$ cat src/sv/nnzs_pkg.sv
package nnzs_pkg;

    localparam int MAX_WIDTH  = 256;
    localparam int MAX_HEIGHT = 256;
    localparam int CHANNELS   = 3;

    localparam int COORD_W = 12;
    localparam int SIZE_W  = 9;
    localparam int OSIZE_W = 12;
    localparam int CEN_W   = 17;
    localparam int ZOOM_W  = 16;
    localparam int PIX_W   = 24;
    localparam int OUTC_W  = 8;
    localparam int CROP_W  = SIZE_W + 16;
    localparam int POS_W   = SIZE_W + CEN_W;
    localparam int HALF_W  = CROP_W + 7;
    localparam int START_W = 18;
    localparam int OFS_W   = CROP_W - 8;
    localparam int NUM_W   = COORD_W + CROP_W;
    localparam int MAP_LAT = OFS_W + 2;
    localparam int ADDR_W  = 5;
    localparam int DATA_W  = 32;

    typedef enum logic [2:0] {
        REG_SRC_WIDTH  = 3'd0,
        REG_SRC_HEIGHT = 3'd1,
        REG_OUT_WIDTH  = 3'd2,
        REG_OUT_HEIGHT = 3'd3,
        REG_CENTER_X   = 3'd4,
        REG_CENTER_Y   = 3'd5,
        REG_ZOOM       = 3'd6
    } reg_idx_t;

    typedef enum logic {
        REQ_WRITE = 1'b0,
        REQ_READ  = 1'b1
    } req_t;

    typedef struct packed {
        logic                 req;
        logic                 status;
        logic [COORD_W-1:0]   cx;
        logic [COORD_W-1:0]   cy;
        logic [PIX_W-1:0]     pix;
    } side_t;

endpackage

$ cat src/sv/nnzs_map_pipe.sv
module nnzs_map_pipe (
    input  logic                                 clk,
    input  logic [nnzs_pkg::COORD_W-1:0]         p,
    input  logic [nnzs_pkg::CROP_W-1:0]          crop8,
    input  logic signed [nnzs_pkg::START_W-1:0]  start,
    input  logic [nnzs_pkg::SIZE_W-1:0]          size,
    input  logic [nnzs_pkg::OSIZE_W-1:0]         osize,
    output logic [nnzs_pkg::SIZE_W-1:0]          src
);
    import nnzs_pkg::*;

    logic [NUM_W-1:0]  rem_reg [0:OFS_W];
    logic [OFS_W-1:0]  q_reg   [0:OFS_W];
    logic [SIZE_W-1:0] src_reg;
    logic [NUM_W-1:0]  den;

    logic signed [START_W:0] sum;
    logic signed [START_W:0] lim;

    assign den = NUM_W'({osize, 8'b0});

    always_ff @(posedge clk)
    begin
        rem_reg[0] <= NUM_W'(p) * NUM_W'(crop8);
        q_reg[0]   <= '0;
    end

    for (genvar i = 0; i < OFS_W; i++)
    begin : g_div
        localparam int K = OFS_W - 1 - i;
        logic [NUM_W-1:0] dsh;
        assign dsh = den << K;

        always_ff @(posedge clk)
        begin
            if (rem_reg[i] >= dsh)
            begin
                rem_reg[i+1] <= rem_reg[i] - dsh;
                q_reg[i+1]   <= q_reg[i] | (OFS_W'(1) << K);
            end
            else
            begin
                rem_reg[i+1] <= rem_reg[i];
                q_reg[i+1]   <= q_reg[i];
            end
        end
    end

    assign sum = (START_W+1)'(start) + signed'({2'b0, q_reg[OFS_W]});
    assign lim = signed'((START_W+1)'(size) - (START_W+1)'(1));

    always_ff @(posedge clk)
    begin
        if (sum < 0)
        begin
            src_reg <= '0;
        end
        else if (sum > lim)
        begin
            src_reg <= SIZE_W'(lim);
        end
        else
        begin
            src_reg <= SIZE_W'(sum);
        end
    end

    assign src = src_reg;

endmodule

$ cat config.mk
export PLATFORM = sky130hd
export DESIGN_NAME = nnzs_map_pipe
export DESIGN_NICKNAME = d
export VERILOG_FILES = /design/src/sv/nnzs_pkg.sv /design/src/sv/nnzs_map_pipe.sv
export SDC_FILE = /design/constraint.sdc
export NUM_CORES = 2
export LEC_CHECK = 0
export BUFFER_PORTS_ARGS = -buffer_cell sky130_fd_sc_hd__buf_4
export CORE_MARGIN = 2
export CORE_UTILIZATION = 47
export CTS_CLUSTER_DIAMETER = 40
export DETAILED_ROUTE_END_ITERATION = 12
export GPL_ROUTABILITY_DRIVEN = 0
export SLEW_MARGIN = 40
export SYNTH_ARGS = -nofsm -noshare
export SYNTH_HDL_FRONTEND = slang
export SYNTH_SLANG_ARGS = --single-unit
$ cat constraint.sdc
create_clock -name clk -period 6.5 [get_ports clk]
set_input_delay 0 -clock clk [delete_from_list [all_inputs] [get_ports clk]]
set_output_delay 0 -clock clk [all_outputs]
set_load 0.1 [all_outputs]
==> metrics <==
status finished, final reports clean; Area Growth Syn to Fin 13.6%; Pleak 20.5 nW; first-pass GRT wire length 151,000 um; number of fill cells 7,732; Core Area 85,300 um2; crit path kind in2reg; Ports 86; # port buffers between 80 and 90; time the worst path needs with I/O delays and setup 5.94 ns; Seq/Total Area, Yosys 0.391; Die W 298 um; Final Hold Slack 0.0438 ns; diode count 0; mapped cell area roughly 40,000 um2; worst path arrival time about 6.5 ns; count of cell types in the netlist 78; WL/cell 17.1 um; crit share post-route 0.913; path depth of the worst reg2reg path 22; number of synthesized register bits between 700 and 800; Total Die Area 88,600 um2; final design utilization 0.540; unrepaired setup endpoints after global routing false; final design area excluding fillers 46,000 um2; MaxCap Viol Count 0; final hold viol count 0; Highest Clock Rate between 150 and 200 MHz; worst-path fanout max 12; initial antenna violation count 0; crit path to rem_reg[0][36]; max-slew violation count 0; GRT Total Usage 0.213; Main synth FF type dfxtp_1; post-route ant nets 0; FF-to-FF Start q_reg[17][0]; nets about 5,000; Layout Skew 0.0253 ns; Critical Path Source Type input port; slew margin rel. 0.408; DRC 0; Die Span Y 298 um; layout cell share with drive strength beyond 1 0.0820; Skew-Pair Late Insertion Delay ~0.64 ns; async set or reset register ratio after synthesis 0; critical path launch point crop8[0]; post-route setup TNS 0 ns; post-DP HPWL 73,900 um; setup bufs post-CTS 0; max FFs per register 629; CTS tree yes; H-tree depth 3; P per Cell Area 567 nW/um2; Area after DPL 42,500 um2; synth warn 0; hold_buf cts 28; clk slew on worst S/H paths 0.06 ns; Least-Margin Pin Slew 0.880 ns; maximum vdd drop 0.265 mV; clock sinks 791; setup violators final 0; FP Rows 107; R2R setup slack around 0.87 ns; WP data required 7.01 ns; via count 28,600; syn nets 4,806; Root Buffer clkbuf_16; number of global-route vias before repair 29,000; synthesized instance count 4,166; DRT Pass-1 Iters 6; Critical Path End Type flop; syn_area_per_cell 9.73 um2; Post-synth EDFFs 0; Total Routed Length between 90,000 and 100,000 um; First DRT Iteration DRCs between 1,000 and 1,500; CTS Buf Count 96; largest net degree at the start of global routing 28; Initial Util 0.475; Max Root-Sink Buffers 3; reg-to-reg critical path endpoint src[4]; cts repair resizes 0; Vias/cell a little over 5; HP Class in2reg; GRT overflow 0
==> cells in the mapped netlist, types with 19 or more instances <==
| master | n | area, um2 |
|---|---|---|
| a21oi_1 | 201 | 1010 |
| a21o_1 | 75 | 563 |
| inv_1 | 398 | 1490 |
| nand2b_1 | 45 | 282 |
| or3_1 | 42 | 263 |
| xor2_1 | 159 | 1390 |
| nand4_1 | 32 | 200 |
| clkbuf_1 | 93 | 349 |
| ha_1 | 316 | 3950 |
| o31ai_1 | 26 | 195 |
| dfxtp_1 | 791 | 15800 |
| a21boi_0 | 25 | 188 |
| nor2_1 | 243 | 912 |
| mux2_2 | 36 | 405 |
| a211oi_1 | 27 | 203 |
| o21a_1 | 29 | 218 |
| nand2_1 | 413 | 1550 |
| nor3b_1 | 19 | 143 |
| nor4_1 | 90 | 563 |
| and2_1 | 103 | 644 |
| nor2b_1 | 52 | 325 |
| xnor2_1 | 140 | 1230 |
| nor3_1 | 92 | 460 |
| o21ai_0 | 177 | 886 |
| fa_1 | 247 | 4940 |
| nand3_1 | 45 | 225 |
==> metal layers <==
metal | vias to the layer above | track usage | routed length (um)
met4 | 0 | 0.0808 | 3140
met3 | 168 | 0.0242 | 3180
met5 | - | 0 | 0
li1 | 14400 | - | -
met2 | 523 | 0.404 | 49400
met1 | 13500 | 0.243 | 38900
==> per-stage QoR <==
stage / std cells / setup slack (ns) / total power (W)
6_report: 5533 / 0.563 / 0.0261
5_1_grt: 5533 / 0.151 / 0.0283
4_1_cts: 5533 / 0.540 / 0.0263
3_5_place_dp: 5330 / 0.280 / 0.0209
3_3_place_gp: 5328 / 0.345 / 0.0208
2_1_floorplan: 4166 / 0.664 / 0.0178
==> layout make-up <==
class	count	area [um2]	area share
clock buffer	123	2670	0.0579
clock inverter	52	584	0.0127
inverter	400	1500	0.0326
multi-input combinational	2879	22900	0.497
sequential	791	15800	0.344
tap	1144	1430	0.0311
timing repair buffer	144	1150	0.0250
==> kinds of logic (layout without fill, tap and decap cells) <==
group,count (synthesis),count (layout),share of synthesized area
fa+ha+maj,563,563,0.220
simple gates,1288,1288,0.160
buf+inv,496,719,0.0461
compound gates,675,675,0.104
xor+xnor,299,299,0.0646
mux,54,54,0.0145
flops,791,791,0.391
==> report_power, final <==
part	switching (W)	internal (W)
Clock	0.00217	0.00310
Combinational	0.00671	0.00543
Sequential	0.00145	0.00722
==> worst max-delay path, cell delays in order <==
cell           delay, ns
dlygate4sd3_1       0.53
buf_4               0.18
nand2_1             0.10
fa_1                0.52
fa_1                0.54
inv_1               0.05
fa_1                0.50
fa_1                0.54
inv_1               0.05
fa_1                0.53
inv_1               0.04
ha_1                0.36
a2111oi_0           0.46
nor3_1              0.09
o21a_1              0.15
a221o_1             0.35
o21ai_0             0.34
o21ai_0             0.19
or4b_2              0.63
a31oi_1             0.21
xnor2_1             0.09
==> cell usage in the layout (no fill, tap or decap), types with 75 or more instances in the layout <==
cell and n:
buf_4 115, inv_1 397, ha_1 316, nor4_1 89, a21o_1 75, xnor2_1 140, a21oi_1 201, fa_1 247
xor2_1 159, nand2_1 413, dfxtp_1 791, nor2_1 243, nor3_1 92, and2_1 103, o21ai_0 176, clkbuf_16 98
==> worst min path at each step <==
stage | startpoint | to | cells after the start
after floorplan | crop8[0] | rem_reg[0][0] | 1
after global placement | q_reg[11][11] | q_reg[12][11] | 0
after detailed placement | q_reg[9][15] | q_reg[10][15] | 0
after CTS | start[17] | src[8] | 5
after global routing | start[17] | src[8] | 5
final | start[17] | src[8] | 5
No activity file was read; power rests on OpenSTA's default activity.
