[src/sv/nnzs_pkg.sv]
package nnzs_pkg;

    localparam int MAX_WIDTH  = 256;
    localparam int MAX_HEIGHT = 256;
    localparam int CHANNELS   = 3;

    localparam int COORD_W = 12;
    localparam int SIZE_W  = 9;
    localparam int OSIZE_W = 12;
    localparam int CEN_W   = 17;
    localparam int ZOOM_W  = 16;
    localparam int PIX_W   = 24;
    localparam int OUTC_W  = 8;
    localparam int CROP_W  = SIZE_W + 16;
    localparam int POS_W   = SIZE_W + CEN_W;
    localparam int HALF_W  = CROP_W + 7;
    localparam int START_W = 18;
    localparam int OFS_W   = CROP_W - 8;
    localparam int NUM_W   = COORD_W + CROP_W;
    localparam int MAP_LAT = OFS_W + 2;
    localparam int ADDR_W  = 5;
    localparam int DATA_W  = 32;

    typedef enum logic [2:0] {
        REG_SRC_WIDTH  = 3'd0,
        REG_SRC_HEIGHT = 3'd1,
        REG_OUT_WIDTH  = 3'd2,
        REG_OUT_HEIGHT = 3'd3,
        REG_CENTER_X   = 3'd4,
        REG_CENTER_Y   = 3'd5,
        REG_ZOOM       = 3'd6
    } reg_idx_t;

    typedef enum logic {
        REQ_WRITE = 1'b0,
        REQ_READ  = 1'b1
    } req_t;

    typedef struct packed {
        logic                 req;
        logic                 status;
        logic [COORD_W-1:0]   cx;
        logic [COORD_W-1:0]   cy;
        logic [PIX_W-1:0]     pix;
    } side_t;

endpackage

[src/sv/nnzs_crop_calc.sv]
module nnzs_crop_calc (
    input  logic                                 clk,
    input  logic                                 rst_n,
    input  logic                                 go,
    input  logic [nnzs_pkg::SIZE_W-1:0]          size,
    input  logic [nnzs_pkg::CEN_W-1:0]           centre,
    input  logic [nnzs_pkg::ZOOM_W-1:0]          zoom,
    output logic [nnzs_pkg::CROP_W-1:0]          crop8,
    output logic signed [nnzs_pkg::START_W-1:0]  start,
    output logic                                 busy
);
    import nnzs_pkg::*;

    typedef enum logic [1:0] {
        ST_IDLE,
        ST_DIV,
        ST_POS,
        ST_FIN
    } state_t;

    state_t              state_reg;
    logic [4:0]          cnt_reg;
    logic [CROP_W-1:0]   num_reg;
    logic [ZOOM_W-1:0]   rem_reg;
    logic [CROP_W-1:0]   q_reg;
    logic [SIZE_W-1:0]   size_reg;
    logic [CEN_W-1:0]    cen_reg;
    logic [ZOOM_W-1:0]   zoom_reg;
    logic [POS_W-1:0]    pos_reg;
    logic [CROP_W-1:0]   crop_reg;
    logic signed [START_W-1:0] start_reg;

    logic [ZOOM_W:0]     rem_sh;
    logic                fits;
    logic [HALF_W-1:0]   half;
    logic [HALF_W-1:0]   pos_ext;
    logic [HALF_W-1:0]   dpos;
    logic [HALF_W-1:0]   dneg;

    assign rem_sh  = {rem_reg, num_reg[CROP_W-1]};
    assign fits    = rem_sh >= {1'b0, zoom_reg};
    assign half    = {q_reg, 7'b0};
    assign pos_ext = HALF_W'(pos_reg);
    assign dpos    = pos_ext - half;
    assign dneg    = half - pos_ext;

    always_ff @(posedge clk or negedge rst_n)
    begin
        if (!rst_n)
        begin
            state_reg <= ST_IDLE;
            cnt_reg   <= '0;
        end
        else if (go)
        begin
            state_reg <= ST_DIV;
            cnt_reg   <= 5'(CROP_W - 1);
            num_reg   <= {size, 16'b0};
            rem_reg   <= '0;
            q_reg     <= '0;
            size_reg  <= size;
            cen_reg   <= centre;
            zoom_reg  <= zoom;
        end
        else
        begin
            unique case (state_reg)
                ST_IDLE:
                begin
                end
                ST_DIV:
                begin
                    num_reg <= {num_reg[CROP_W-2:0], 1'b0};
                    if (fits)
                    begin
                        rem_reg <= ZOOM_W'(rem_sh - {1'b0, zoom_reg});
                    end
                    else
                    begin
                        rem_reg <= rem_sh[ZOOM_W-1:0];
                    end
                    q_reg   <= {q_reg[CROP_W-2:0], fits};
                    cnt_reg <= cnt_reg - 5'd1;
                    if (cnt_reg == 5'd0)
                    begin
                        state_reg <= ST_POS;
                    end
                end
                ST_POS:
                begin
                    pos_reg   <= POS_W'(size_reg) * POS_W'(cen_reg);
                    state_reg <= ST_FIN;
                end
                ST_FIN:
                begin
                    crop_reg <= q_reg;
                    if (pos_ext >= half)
                    begin
                        start_reg <= signed'(START_W'(dpos >> 16));
                    end
                    else
                    begin
                        start_reg <= -signed'(START_W'(dneg >> 16));
                    end
                    state_reg <= ST_IDLE;
                end
                default:
                begin
                    state_reg <= ST_IDLE;
                end
            endcase
        end
    end

    assign crop8 = crop_reg;
    assign start = start_reg;
    assign busy  = state_reg != ST_IDLE;

endmodule

[config.mk]
export PLATFORM = sky130hd
export DESIGN_NAME = nnzs_crop_calc
export DESIGN_NICKNAME = d
export VERILOG_FILES = /design/src/sv/nnzs_pkg.sv /design/src/sv/nnzs_crop_calc.sv
export SDC_FILE = /design/constraint.sdc
export NUM_CORES = 1
export LEC_CHECK = 0
export BUFFER_PORTS_ARGS = -buffer_cell sky130_fd_sc_hd__buf_2
export CORE_MARGIN = 2
export CORE_UTILIZATION = 60
export DETAILED_ROUTE_END_ITERATION = 8
export HOLD_SLACK_MARGIN = 0.1
export PLACE_DENSITY_LB_ADDON = 0.25
export SLEW_MARGIN = 25
export SYNTH_ARGS = -nofsm -noshare
export SYNTH_HDL_FRONTEND = slang
export SYNTH_SLANG_ARGS = --single-unit
[constraint.sdc]
create_clock -name clk -period 7.4 [get_ports clk]
set_input_delay 1.48 -clock clk [delete_from_list [all_inputs] [get_ports clk]]
set_output_delay 1.48 -clock clk [all_outputs]
set_load 0.05 [all_outputs]
==> summary.md, run 1 <==
| Metric | Value |
|---|---|
| Die span in y | roughly 160 um |
| Hold crit path type | flop to flop |
| Mapped Cells | about 1500 |
| Post-CTS Repair Setup Buffers | 0 |
| Cell taking the most area after synthesis | edfxtp_1 |
| DRT met1 WL | roughly 14 mm |
| Total grt overflow | 0 |
| Tot Pwr | roughly 4500 uW |
| First-pass detailed-route iteration total | 5 |
| Filler cell count in the final layout | 1945 |
| Met3 wire len | roughly 1.6 mm |
| Max layer used | met4 |
| Slowest CP cell | edfxtp_1 |
| Crit-path max FO | 17 |
| Combinational cell fraction of total power | between 40% and 50% |
| Final period utilization | 80.91% |
| Max clock buf depth | 2 |
| Antenna viol nets, final | 0 |
| Finished Core Util | 66.23% |
| Syn Area/Cell | around 10 um^2 |
| Starting Density | around three fifths |
| Leakage | slightly above 0.007 uW |
| Layout cells sized above 1 | 10.10% |
| Flop pwr share | between 30% and 40% |
| Peak Freq | around 170 MHz |
| Post-Syn Nets | roughly 1800 |
| Hold slack | around 540 ps |
| Row count | 57 |
| Post-synth EDFFs | about 180 |
| RSZ-0062 raised after global routing | no |
| Sw Share | roughly two fifths |
| Async set-or-reset flop fraction in the synthesized netlist | between 3 and 4% |
| Cell Int Power | between 2000 and 3000 uW |
| Post-DP HPWL | about 22 mm |
| Area of the multi-input gates | between 8000 and 9000 um^2 |
| CTS H-tree lvls | 4 |
| Final worst setup slack | ~1400 ps |
| Most repeated library cell on the critical path | fa_1 |
| Yosys warnings | 0 |
| CTS tree | built |
| Core ar. | 24250 um^2 |
| Max-cap violations | 0 |
| Final hold viol count | 0 |
| DR WL met2 | roughly 14 mm |
| Cts repair resizes | 0 |
| Status | finished, final reports clean |
| Residual DRC | 0 |
| Final nets | about 1800 |
| Critical path arrival | 6170 ps |
| Initial drt markers | between 700 and 800 |
| DR vias | approximately 11000 |
| Top-area cell type share of the netlist area | 36.04% |
| IR drop worst, VDD | slightly above 0.2 mV |
| Wirelength per Cell | 16.33 um |
| Clock skew | 11.09 ps |
| Number of global-route vias before repair | slightly above 10000 |
| Die W | between 150 and 200 um |
| Crit start category | flop |
| Synth Register Bits | 184 |
| Switch Pwr | 1732 uW |
| Number of port buffers | 88 |
| Main flop type after synthesis | edfxtp_1 |
| CP cell instances | nand2_1 > fa_1 > inv_1 > fa_1 > fa_1 > inv_1 > fa_1 > inv_1 > ha_1 > a21o_1 > a21o_1 > a221oi_1 > a21oi_1 > o41ai_2 > o21ai_1 > o41ai_1 > mux2i_1 > nor3_1 |
| Distinct cells, synth | 79 |
| Slew @ Worst Pin | between 900 and 1000 ps |
| Clock-pin transition on the worst setup and hold timing paths | 80 ps |
| TritonCTS Buffers | 17 |
| FF+latch area | roughly 5500 um^2 |
| Antenna violations before repair | 0 |
| Total Wirelength | approximately 30 mm |
| Final setup TNS | 0 ps |
| Crit path time final | around 6000 ps |
| First-pass GRT wire length | 51.10 mm |
| Synth-to-Final Area Change | 8.890% |
| Final GP Congestion | 0.8995 |
| Die footprint | about 26000 um^2 |
| Antenna diode count | 0 |
| Vias per cell | about 5.6 |
| IO Pins | ~90 |
| PwrDens | ~280 nW/um^2 |
| Worst skew pair latency | ~440 ps |
| Worst path max stage delay | 770 ps |
| Final setup viols | 0 |
| Root Buffer | clkbuf_16 |
| Max FFs per register | 26 |
| Max Slew Vio Count | 0 |
| Clk pwr share | a little over a fifth |
| Required @ worst endpoint | 7580 ps |
| Largest net degree at the start of global routing | 60 |
| Area contributors post-synth | edfxtp_1 (36%), fa_1 (15%), ha_1 (8.7%) |
| Max-slew headroom | between 30% and 40% |
| Mapped cell area | around 15000 um^2 |
| DP Worst Slack | between 1000 and 1500 ps |
| Clk sinks | around 180 |
| CP Class | flop to flop |
| Endpoint class of the critical path | flop |
| Register area share after synthesis | 37.22% |
| All-layer global routing usage | 24.71% |
| CTS Hold Bufs | 0 |
==> cell type report <==
cell class	instances	area share (%)
clock buffers	17	2.649
clock inverters	15	1.254
inverters	201	4.698
multi-input cells	1055	51.76
flip-flops and latches	184	34.19
well taps	324	2.524
repair buffers	92	2.929
==> power groups by stage <==
stage / sequential, uW / combinational [uW] / clock [uW]
floorplan: 1380 / 1730 / 0
global placement: 1410 / 2050 / 0
detailed placement: 1410 / 2090 / 0
CTS: 1390 / 2130 / 981
global route: 1400 / 2430 / 1020
finish: 1390 / 2120 / 962
==> cells in the final DEF, fill, tap and decap left out, drive strengths merged, types with 52 or more instances in the layout <==
master | Yosys | final
o21ai | 52 | 52
a21oi | 99 | 99
and2 | 99 | 99
inv | 201 | 211
fa | 107 | 107
buf | 9 | 92
ha | 102 | 102
nor2 | 71 | 71
nand2 | 206 | 206
edfxtp | 177 | 177
==> layer usage <==
| layer | vias up | track usage, % |
|---|---|---|
| met3 | 40 | 3.125 |
| li1 | 5215 | - |
| met1 | 5063 | 36.19 |
| met2 | 318 | 38.99 |
| met5 | - | 0 |
| met4 | 0 | 7.549 |
==> Yosys cell counts (all sizes together), types with 20 or more instances <==
cell type and n:
a21oi 99, a21o 27, xnor2 30, o21ai 52, edfxtp 177, nor2 71, nand2 206, inv 201
clkbuf 48, ha 102, fa 107, a211oi 20, and2 99, nor3 39
==> final timing paths <==
kind,from,endpoint,slack (ps),depth (start not counted)
max,size_reg[2],pos_reg[25],1410,18
min,cnt_reg[4],cnt_reg[4],540,2
max reg2reg,size_reg[2],pos_reg[25],1410,18
min reg2reg,cnt_reg[4],cnt_reg[4],540,2
max in group asynchronous,rst_n,cnt_reg[4],5370,2
min in group asynchronous,rst_n,state_reg[0],1660,2
==> per-stage QoR <==
stage | cell area (um^2) | cells
finish | 16060 | 1888
global route | 16060 | 1888
CTS | 16050 | 1888
detailed placement | 15420 | 1856
global placement | 15420 | 1856
floorplan | 14750 | 1497
==> kinds of logic (layout without fill, tap and decap cells) <==
family | after synthesis | in the layout | share of synthesized area [%]
multiplexers | 7 | 7 | 0.4920
XOR/XNOR | 41 | 41 | 2.435
flip-flops | 184 | 184 | 37.22
buffers and inverters | 258 | 325 | 6.693
AO/OA/AOI/OAI | 294 | 294 | 13.16
adder cells (fa/ha/maj) | 209 | 209 | 23.18
AND/OR/NAND/NOR | 504 | 504 | 16.82
==> worst max-delay path: cells and delay by family (launching register included) <==
| family | cells | cell delay [ps] |
|---|---|---|
| AO/OA/AOI/OAI | 7 | 1880 |
| adder cells (fa/ha/maj) | 5 | 2430 |
| buffers and inverters | 3 | 160 |
| flip-flops | 1 | 770 |
| multiplexers | 1 | 230 |
| AND/OR/NAND/NOR | 2 | 250 |
Note: power is estimated with default switching activity, not from simulation.
==> run 2, diff against run 1 <==
- clock period: 7.4 -> 5.8 ns (I/O delays scaled with it)
==> run 2 against run 1 <==
Compared with the run above: first-iteration DRC count is 3.3% lower; setup slack worse by 1100 ps; global-route usage is 0.12 points lower; hold slack better by 3.3 ps; die area stayed put; fmax is 9.0% higher; critical path type unchanged.
==> summary.md, run 2 (synthesis gave the netlist of run 1 again) <==
| Metric | Value |
|---|---|
| Antenna viol nets, final | 0 (unchanged) |
| Worst skew pair latency | 450 ps (was 440 ps) |
| Max Slew Vio Count | 0 (unchanged) |
| Wirelength per Cell | 16.11 um (was 16.33 um) |
| Max clock buf depth | 2 (unchanged) |
| Finished Cell Area | 16190 um^2 (was 16060 um^2) |
| Core ar. | 24250 um^2 (unchanged) |
| Slew @ Worst Pin | 943.3 ps (was 923.9 ps) |
| CP delay by family, top | adder cells (unchanged) |
| Final GP Congestion | 0.9284 (was 0.8995) |
| DR vias | 10770 (was 10640) |
| Residual DRC | 0 (unchanged) |
| Critical path arrival | 5690 ps (was 6170 ps) |
| Die footprint | 25850 um^2 (unchanged) |
| Final setup viols | 0 (unchanged) |
| Clock-pin transition on the worst setup and hold timing paths | 80 ps (about the same) |
| IO Pins | 89 (unchanged) |
| CTS H-tree lvls | 4 (unchanged) |
| Max FFs per register | 26 (unchanged) |
| Final cell count without fillers | 1905 (was 1888) |
| Final worst setup slack | 305.5 ps (was 1413 ps) |
| Final setup TNS | 0 ps (unchanged) |
| Row count | 57 (unchanged) |
| Crit-path max FO | 11 (was 17) |
| DP Worst Slack | 106.3 ps (was 1441 ps) |
| Required @ worst endpoint | 5990 ps (was 7580 ps) |
| Worst path max stage delay | 570 ps (was 770 ps) |
| First-pass GRT wire length | 50.97 mm (was 51.10 mm) |
| Final nets | 1822 (was 1805) |
| Leakage | 0.007158 uW (was 0.007083 uW) |
| Crit start category | flop (unchanged) |
| Number of port buffers | 88 (unchanged) |
| Clock skew | 13.25 ps (was 11.09 ps) |
| Most frequent cells in the layout | nand2_1 (206), inv_1 (199), edfxtp_1 (177), fa_1 (107), ha_1 (102) (unchanged) |
| Vias per cell | 5.655 (was 5.633) |
| All-layer global routing usage | 24.59% (was 24.71%) |
| Sw Share | 38.76% (was 38.70%) |
| Total grt overflow | 0 (unchanged) |
| Synth-to-Final Area Change | 9.747% (was 8.890%) |
| Slowest CP cell | edfxtp_1 (unchanged) |
| CP cell instances | and2_1 > fa_1 > fa_1 > fa_1 > inv_1 > fa_1 > inv_1 > ha_1 > a21o_1 > a21o_1 > a221oi_1 > a21oi_1 > o41ai_2 > o21ai_1 > o41ai_2 > mux2i_1 > nor3_1 (was nand2_1 > fa_1 > inv_1 > fa_1 > fa_1 > inv_1 > fa_1 > inv_1 > ha_1 > a21o_1 > a21o_1 > a221oi_1 > a21oi_1 > o41ai_2 > o21ai_1 > o41ai_1 > mux2i_1 > nor3_1) |
| CP Class | flop to flop (unchanged) |
| Largest net degree at the start of global routing | 71 (was 60) |
| PwrDens | 357.4 nW/um^2 (was 278.6 nW/um^2) |
| Status | finished, final reports clean (unchanged) |
| Dpl cells | 1867 (was 1856) |
| Post-DP HPWL | 23.21 mm (was 22.46 mm) |
| Most common cell after layout, fill and taps aside | nand2_1 (unchanged) |
| Die W | 160.8 um (unchanged) |
| Crit path time final | 5495 ps (was 5987 ps) |
| Endpoint class of the critical path | flop (unchanged) |
| Initial drt markers | 722 (was 747) |
| Max-cap violations | 0 (unchanged) |
| Cell Area, Placed | 15510 um^2 (was 15420 um^2) |
| Root Buffer | clkbuf_16 (unchanged) |
| Final period utilization | 94.73% (was 80.91%) |
| Die span in y | 160.8 um (unchanged) |
| Hold crit path type | flop to flop (unchanged) |
| Most repeated library cell on the critical path | fa_1 (unchanged) |
| Cell Int Power | 3543 uW (was 2743 uW) |
| Combinational cell fraction of total power | 48.4% (was 47.4%) |
| Total Wirelength | 30.69 mm (was 30.83 mm) |
| Layout cells sized above 1 | 11.13% (was 10.10%) |
| CTS tree | built (unchanged) |
| TritonCTS Buffers | 17 (unchanged) |
| Clk sinks | 184 (unchanged) |
| Clk pwr share | 21.1% (was 21.5%) |
| Starting Density | 60.83% (unchanged) |
| Max-slew headroom | 37.11% (was 38.40%) |
| First-pass detailed-route iteration total | 7 (was 5) |
| Flop pwr share | 30.5% (was 31.1%) |
| IR drop worst, VDD | 0.2543 mV (was 0.2013 mV) |
| Final hold viol count | 0 (unchanged) |
| Switch Pwr | 2242 uW (was 1732 uW) |
| Antenna violations before repair | 0 (unchanged) |
| Peak Freq | 182.0 MHz (was 167.0 MHz) |
| Antenna diode count | 0 (unchanged) |
| Number of global-route vias before repair | 10240 (was 10170) |
| CP bufs+invs | 2 (was 3) |
==> run 2: routing by layer <==
layer	GRT usage, %	part of all wire (%)	vias up
met4	6.047	1.4	0
li1	-	-	5252
met2	40.05	47	341
met5	0	0	-
met3	3.512	5.7	29
met1	35.28	46	5151
==> run 2: stage by stage <==
stage | util [%] | power, uW | hold slack [ps]
floorplan | - | 3965 | 424.4
global placement | 63.94 | 4485 | 518.7
detailed placement | 63.95 | 4559 | 517.9
CTS | 66.50 | 5796 | 546.8
global route | 66.75 | 6275 | 575.6
finish | 66.75 | 5784 | 540.6
==> run 2: final timing paths <==
check,startpoint,to,slack [ps],cells past startpoint
setup / recovery,size_reg[4],pos_reg[25],310,17
hold / removal,cnt_reg[4],cnt_reg[4],540,2
setup reg to reg,size_reg[4],pos_reg[25],310,17
hold reg to reg,cnt_reg[4],cnt_reg[4],540,2
max in group asynchronous,rst_n,cnt_reg[3],4590,1
min in group asynchronous,rst_n,cnt_reg[2],760,1
==> run 2: repair_timing <==
item / in CTS / in global routing
endpoints found under the setup margin: 0 / 3
setup buffers: 0 / 6
hold buffers: 0 / 0
gates resized for setup: 0 / 1
endpoints found under the hold margin: 0 / 0
==> run 2: power groups by stage <==
| stage | Sequential [uW] | Clock [uW] | Combinational [uW] |
|---|---|---|---|
| floorplan | 1760 | 0 | 2200 |
| global placement | 1790 | 0 | 2690 |
| detailed placement | 1800 | 0 | 2760 |
| CTS | 1770 | 1240 | 2790 |
| global route | 1780 | 1290 | 3210 |
| finish | 1770 | 1220 | 2800 |
==> run 2: area by class of cell <==
class | count | area (um^2)
Clock inverter | 15 | 193.9
Timing Repair Buffer | 109 | 598.1
Fill cell | 1932 | 8061
Sequential cell | 184 | 5490
Multi-Input combinational cell | 1055 | 8319
Tap cell | 324 | 405.4
Clock buffer | 17 | 425.4
Inverter | 201 | 754.5
==> run 2: worst register-to-register path: stages, from the launching register on <==
cell and delay (ps):
edfxtp_1 570, and2_1 240, fa_1 530, fa_1 450, fa_1 550, inv_1 50, fa_1 520, inv_1 40
ha_1 300, a21o_1 210, a21o_1 180, a221oi_1 360, a21oi_1 160, o41ai_2 270, o21ai_1 170, o41ai_2 350
mux2i_1 220, nor3_1 70
==> run 3, diff against run 2 <==
- PLACE_DENSITY: not set -> 0.76
- PLACE_DENSITY_LB_ADDON: 0.25 -> not set
==> run 3 against run 2 <==
Compared with the run above: global-route usage is 0.49 points higher; register-to-register slack better by 30 ps; highest routed layer unchanged; first-iteration DRC count is 0.97% higher; combinational power hardly changed; clock skew is 3.0 ps higher.
==> summary.md, run 3 (synthesis gave the netlist of run 1 again) <==
| Metric | Value |
|---|---|
| Peak Freq | 182.9 MHz (was 182.0 MHz) |
| Most common cell after layout, fill and taps aside | nand2_1 (unchanged) |
| Leakage | 0.007201 uW (was 0.007158 uW) |
| Final worst setup slack | 333.7 ps (was 305.5 ps) |
| Wirelength per Cell | 16.35 um (was 16.11 um) |
| Sw Share | 38.36% (was 38.76%) |
| IO Pins | 89 (unchanged) |
| Antenna diode count | 0 (unchanged) |
| Antenna viol nets, final | 0 (unchanged) |
| Vias per cell | 5.620 (was 5.655) |
| Hold crit path type | flop to flop (unchanged) |
| Max Slew Vio Count | 0 (unchanged) |
| Cell Int Power | 3583 uW (was 3543 uW) |
| CP Class | flop to flop (unchanged) |
| Initial drt markers | 729 (was 722) |
| Tot Pwr | 5812 uW (was 5784 uW) |
| Die W | 160.8 um (unchanged) |
| Status | finished, final reports clean (unchanged) |
| PwrDens | 357.6 nW/um^2 (was 357.4 nW/um^2) |
| Residual DRC | 0 (unchanged) |
| Crit start category | flop (unchanged) |
| DR vias | 10750 (was 10770) |
| Max FFs per register | 26 (unchanged) |
| Final setup TNS | 0 ps (unchanged) |
| Flop pwr share | 30.3% (was 30.5%) |
| Row count | 57 (unchanged) |
| Core ar. | 24250 um^2 (unchanged) |
| CTS Hold Bufs | 0 (unchanged) |
| Slew @ Worst Pin | 1102 ps (was 943.3 ps) |
| Final nets | 1830 (was 1822) |
| Max-cap violations | 0 (unchanged) |
| Final hold viol count | 0 (unchanged) |
| TritonCTS Buffers | 17 (unchanged) |
| Clock skew | 16.21 ps (was 13.25 ps) |
| Number of port buffers | 88 (unchanged) |
| Layout cells sized above 1 | 11.52% (was 11.13%) |
| Starting Density | 60.83% (unchanged) |
| Required @ worst endpoint | 5990 ps (about the same) |
| Critical path arrival | 5650 ps (was 5690 ps) |
| Die footprint | 25850 um^2 (unchanged) |
| Root Buffer | clkbuf_16 (unchanged) |
| Max clock buf depth | 2 (unchanged) |
| Die span in y | 160.8 um (unchanged) |
| Combinational cell fraction of total power | 48.6% (was 48.4%) |
| Crit-path max FO | 10 (was 11) |
| Total grt overflow | 0 (unchanged) |
| Max-slew headroom | 26.03% (was 37.11%) |
| Antenna violations before repair | 0 (unchanged) |
| Clk sinks | 184 (unchanged) |
| Dpl cells | 1872 (was 1867) |
| Clock-pin transition on the worst setup and hold timing paths | 80 ps (about the same) |
| IR drop worst, VDD | 0.2677 mV (was 0.2543 mV) |
| Final cell count without fillers | 1913 (was 1905) |
| All-layer global routing usage | 25.09% (was 24.59%) |
| Crit path time final | 5466 ps (was 5495 ps) |
| Number of global-route vias before repair | 10590 (was 10240) |
| Most frequent cells in the layout | nand2_1 (206), inv_1 (199), edfxtp_1 (177), fa_1 (107), ha_1 (102) (unchanged) |
| Switch Pwr | 2230 uW (was 2242 uW) |
| Post-DP HPWL | 23.38 mm (was 23.21 mm) |
| Endpoint class of the critical path | flop (unchanged) |
| DP Worst Slack | 130.5 ps (was 106.3 ps) |
| Synth-to-Final Area Change | 10.19% (was 9.747%) |
| Largest net degree at the start of global routing | 55 (was 71) |
| Final setup viols | 0 (unchanged) |
| Total Wirelength | 31.27 mm (was 30.69 mm) |
| CTS H-tree lvls | 4 (unchanged) |
| First-pass detailed-route iteration total | 5 (was 7) |
| Final GP Congestion | 0.9287 (was 0.9284) |
| Worst skew pair latency | 450 ps (about the same) |
| Clk pwr share | 21.1% (about the same) |
| First-pass GRT wire length | 52.22 mm (was 50.97 mm) |
| RSZ-0062 raised after global routing | no |
| CTS tree | built (unchanged) |
| Final period utilization | 94.25% (was 94.73%) |
[run 3: area by class of cell]
cell class	count	area (um^2)
Inverter	201	754.5
Timing Repair Buffer	117	658.1
Multi-Input combinational cell	1055	8319
Tap cell	324	405.4
Sequential cell	184	5490
Clock inverter	15	198.9
Clock buffer	17	425.4
Fill cell	1908	7996
[run 3: worst paths after layout]
| check | startpoint | endpoint | slack (ps) | cells after the start |
|---|---|---|---|---|
| worst max-delay path | size_reg[3] | pos_reg[25] | 330 | 17 |
| worst min-delay path | cnt_reg[4] | cnt_reg[4] | 530 | 2 |
| worst max register to register | size_reg[3] | pos_reg[25] | 330 | 17 |
| worst min register to register | cnt_reg[4] | cnt_reg[4] | 530 | 2 |
| max in group asynchronous | rst_n | cnt_reg[0] | 4330 | 2 |
| min in group asynchronous | rst_n | state_reg[1] | 1210 | 2 |
[run 3: per-stage QoR]
| stage | utilization (%) | cell area (um^2) | hold WS [ps] |
|---|---|---|---|
| global route | 67.02 | 16250 | 564.2 |
| CTS | 66.67 | 16170 | 540.6 |
| floorplan | - | 14750 | 424.4 |
| finish | 67.02 | 16250 | 531.1 |
| global placement | 64.10 | 15540 | 518.5 |
| detailed placement | 64.10 | 15540 | 518.4 |
[run 3: per-layer routing]
metal	share of wire [%]	track usage, %
met1	46	35.48
met2	47	40.81
met3	5.1	3.487
met4	1.9	7.508
met5	0	0
[run 3: power by group through the flow]
stage	clock network, uW	registers, uW	logic (uW)
5_1_grt	1290	1770	3220
3_5_place_dp	0	1790	2770
6_report	1220	1760	2830
2_1_floorplan	0	1760	2200
4_1_cts	1240	1760	2800
3_3_place_gp	0	1790	2700
[run 3: what timing repair did]
item / CTS / global route
setup buffers: 0 / 9
resized for setup: 0 / 2
endpoints found under the setup margin: 0 / 3
[run 3: critical path: stages (launching register included)]
cell,delay (ps)
edfxtp_1,510
buf_4,220
and2_1,170
fa_1,520
fa_1,450
fa_1,580
inv_1,70
fa_1,530
inv_1,40
ha_1,350
and4_1,270
a221oi_2,270
a21oi_1,150
o41ai_2,270
o21ai_1,160
o41ai_2,350
mux2i_1,220
nor3_1,70
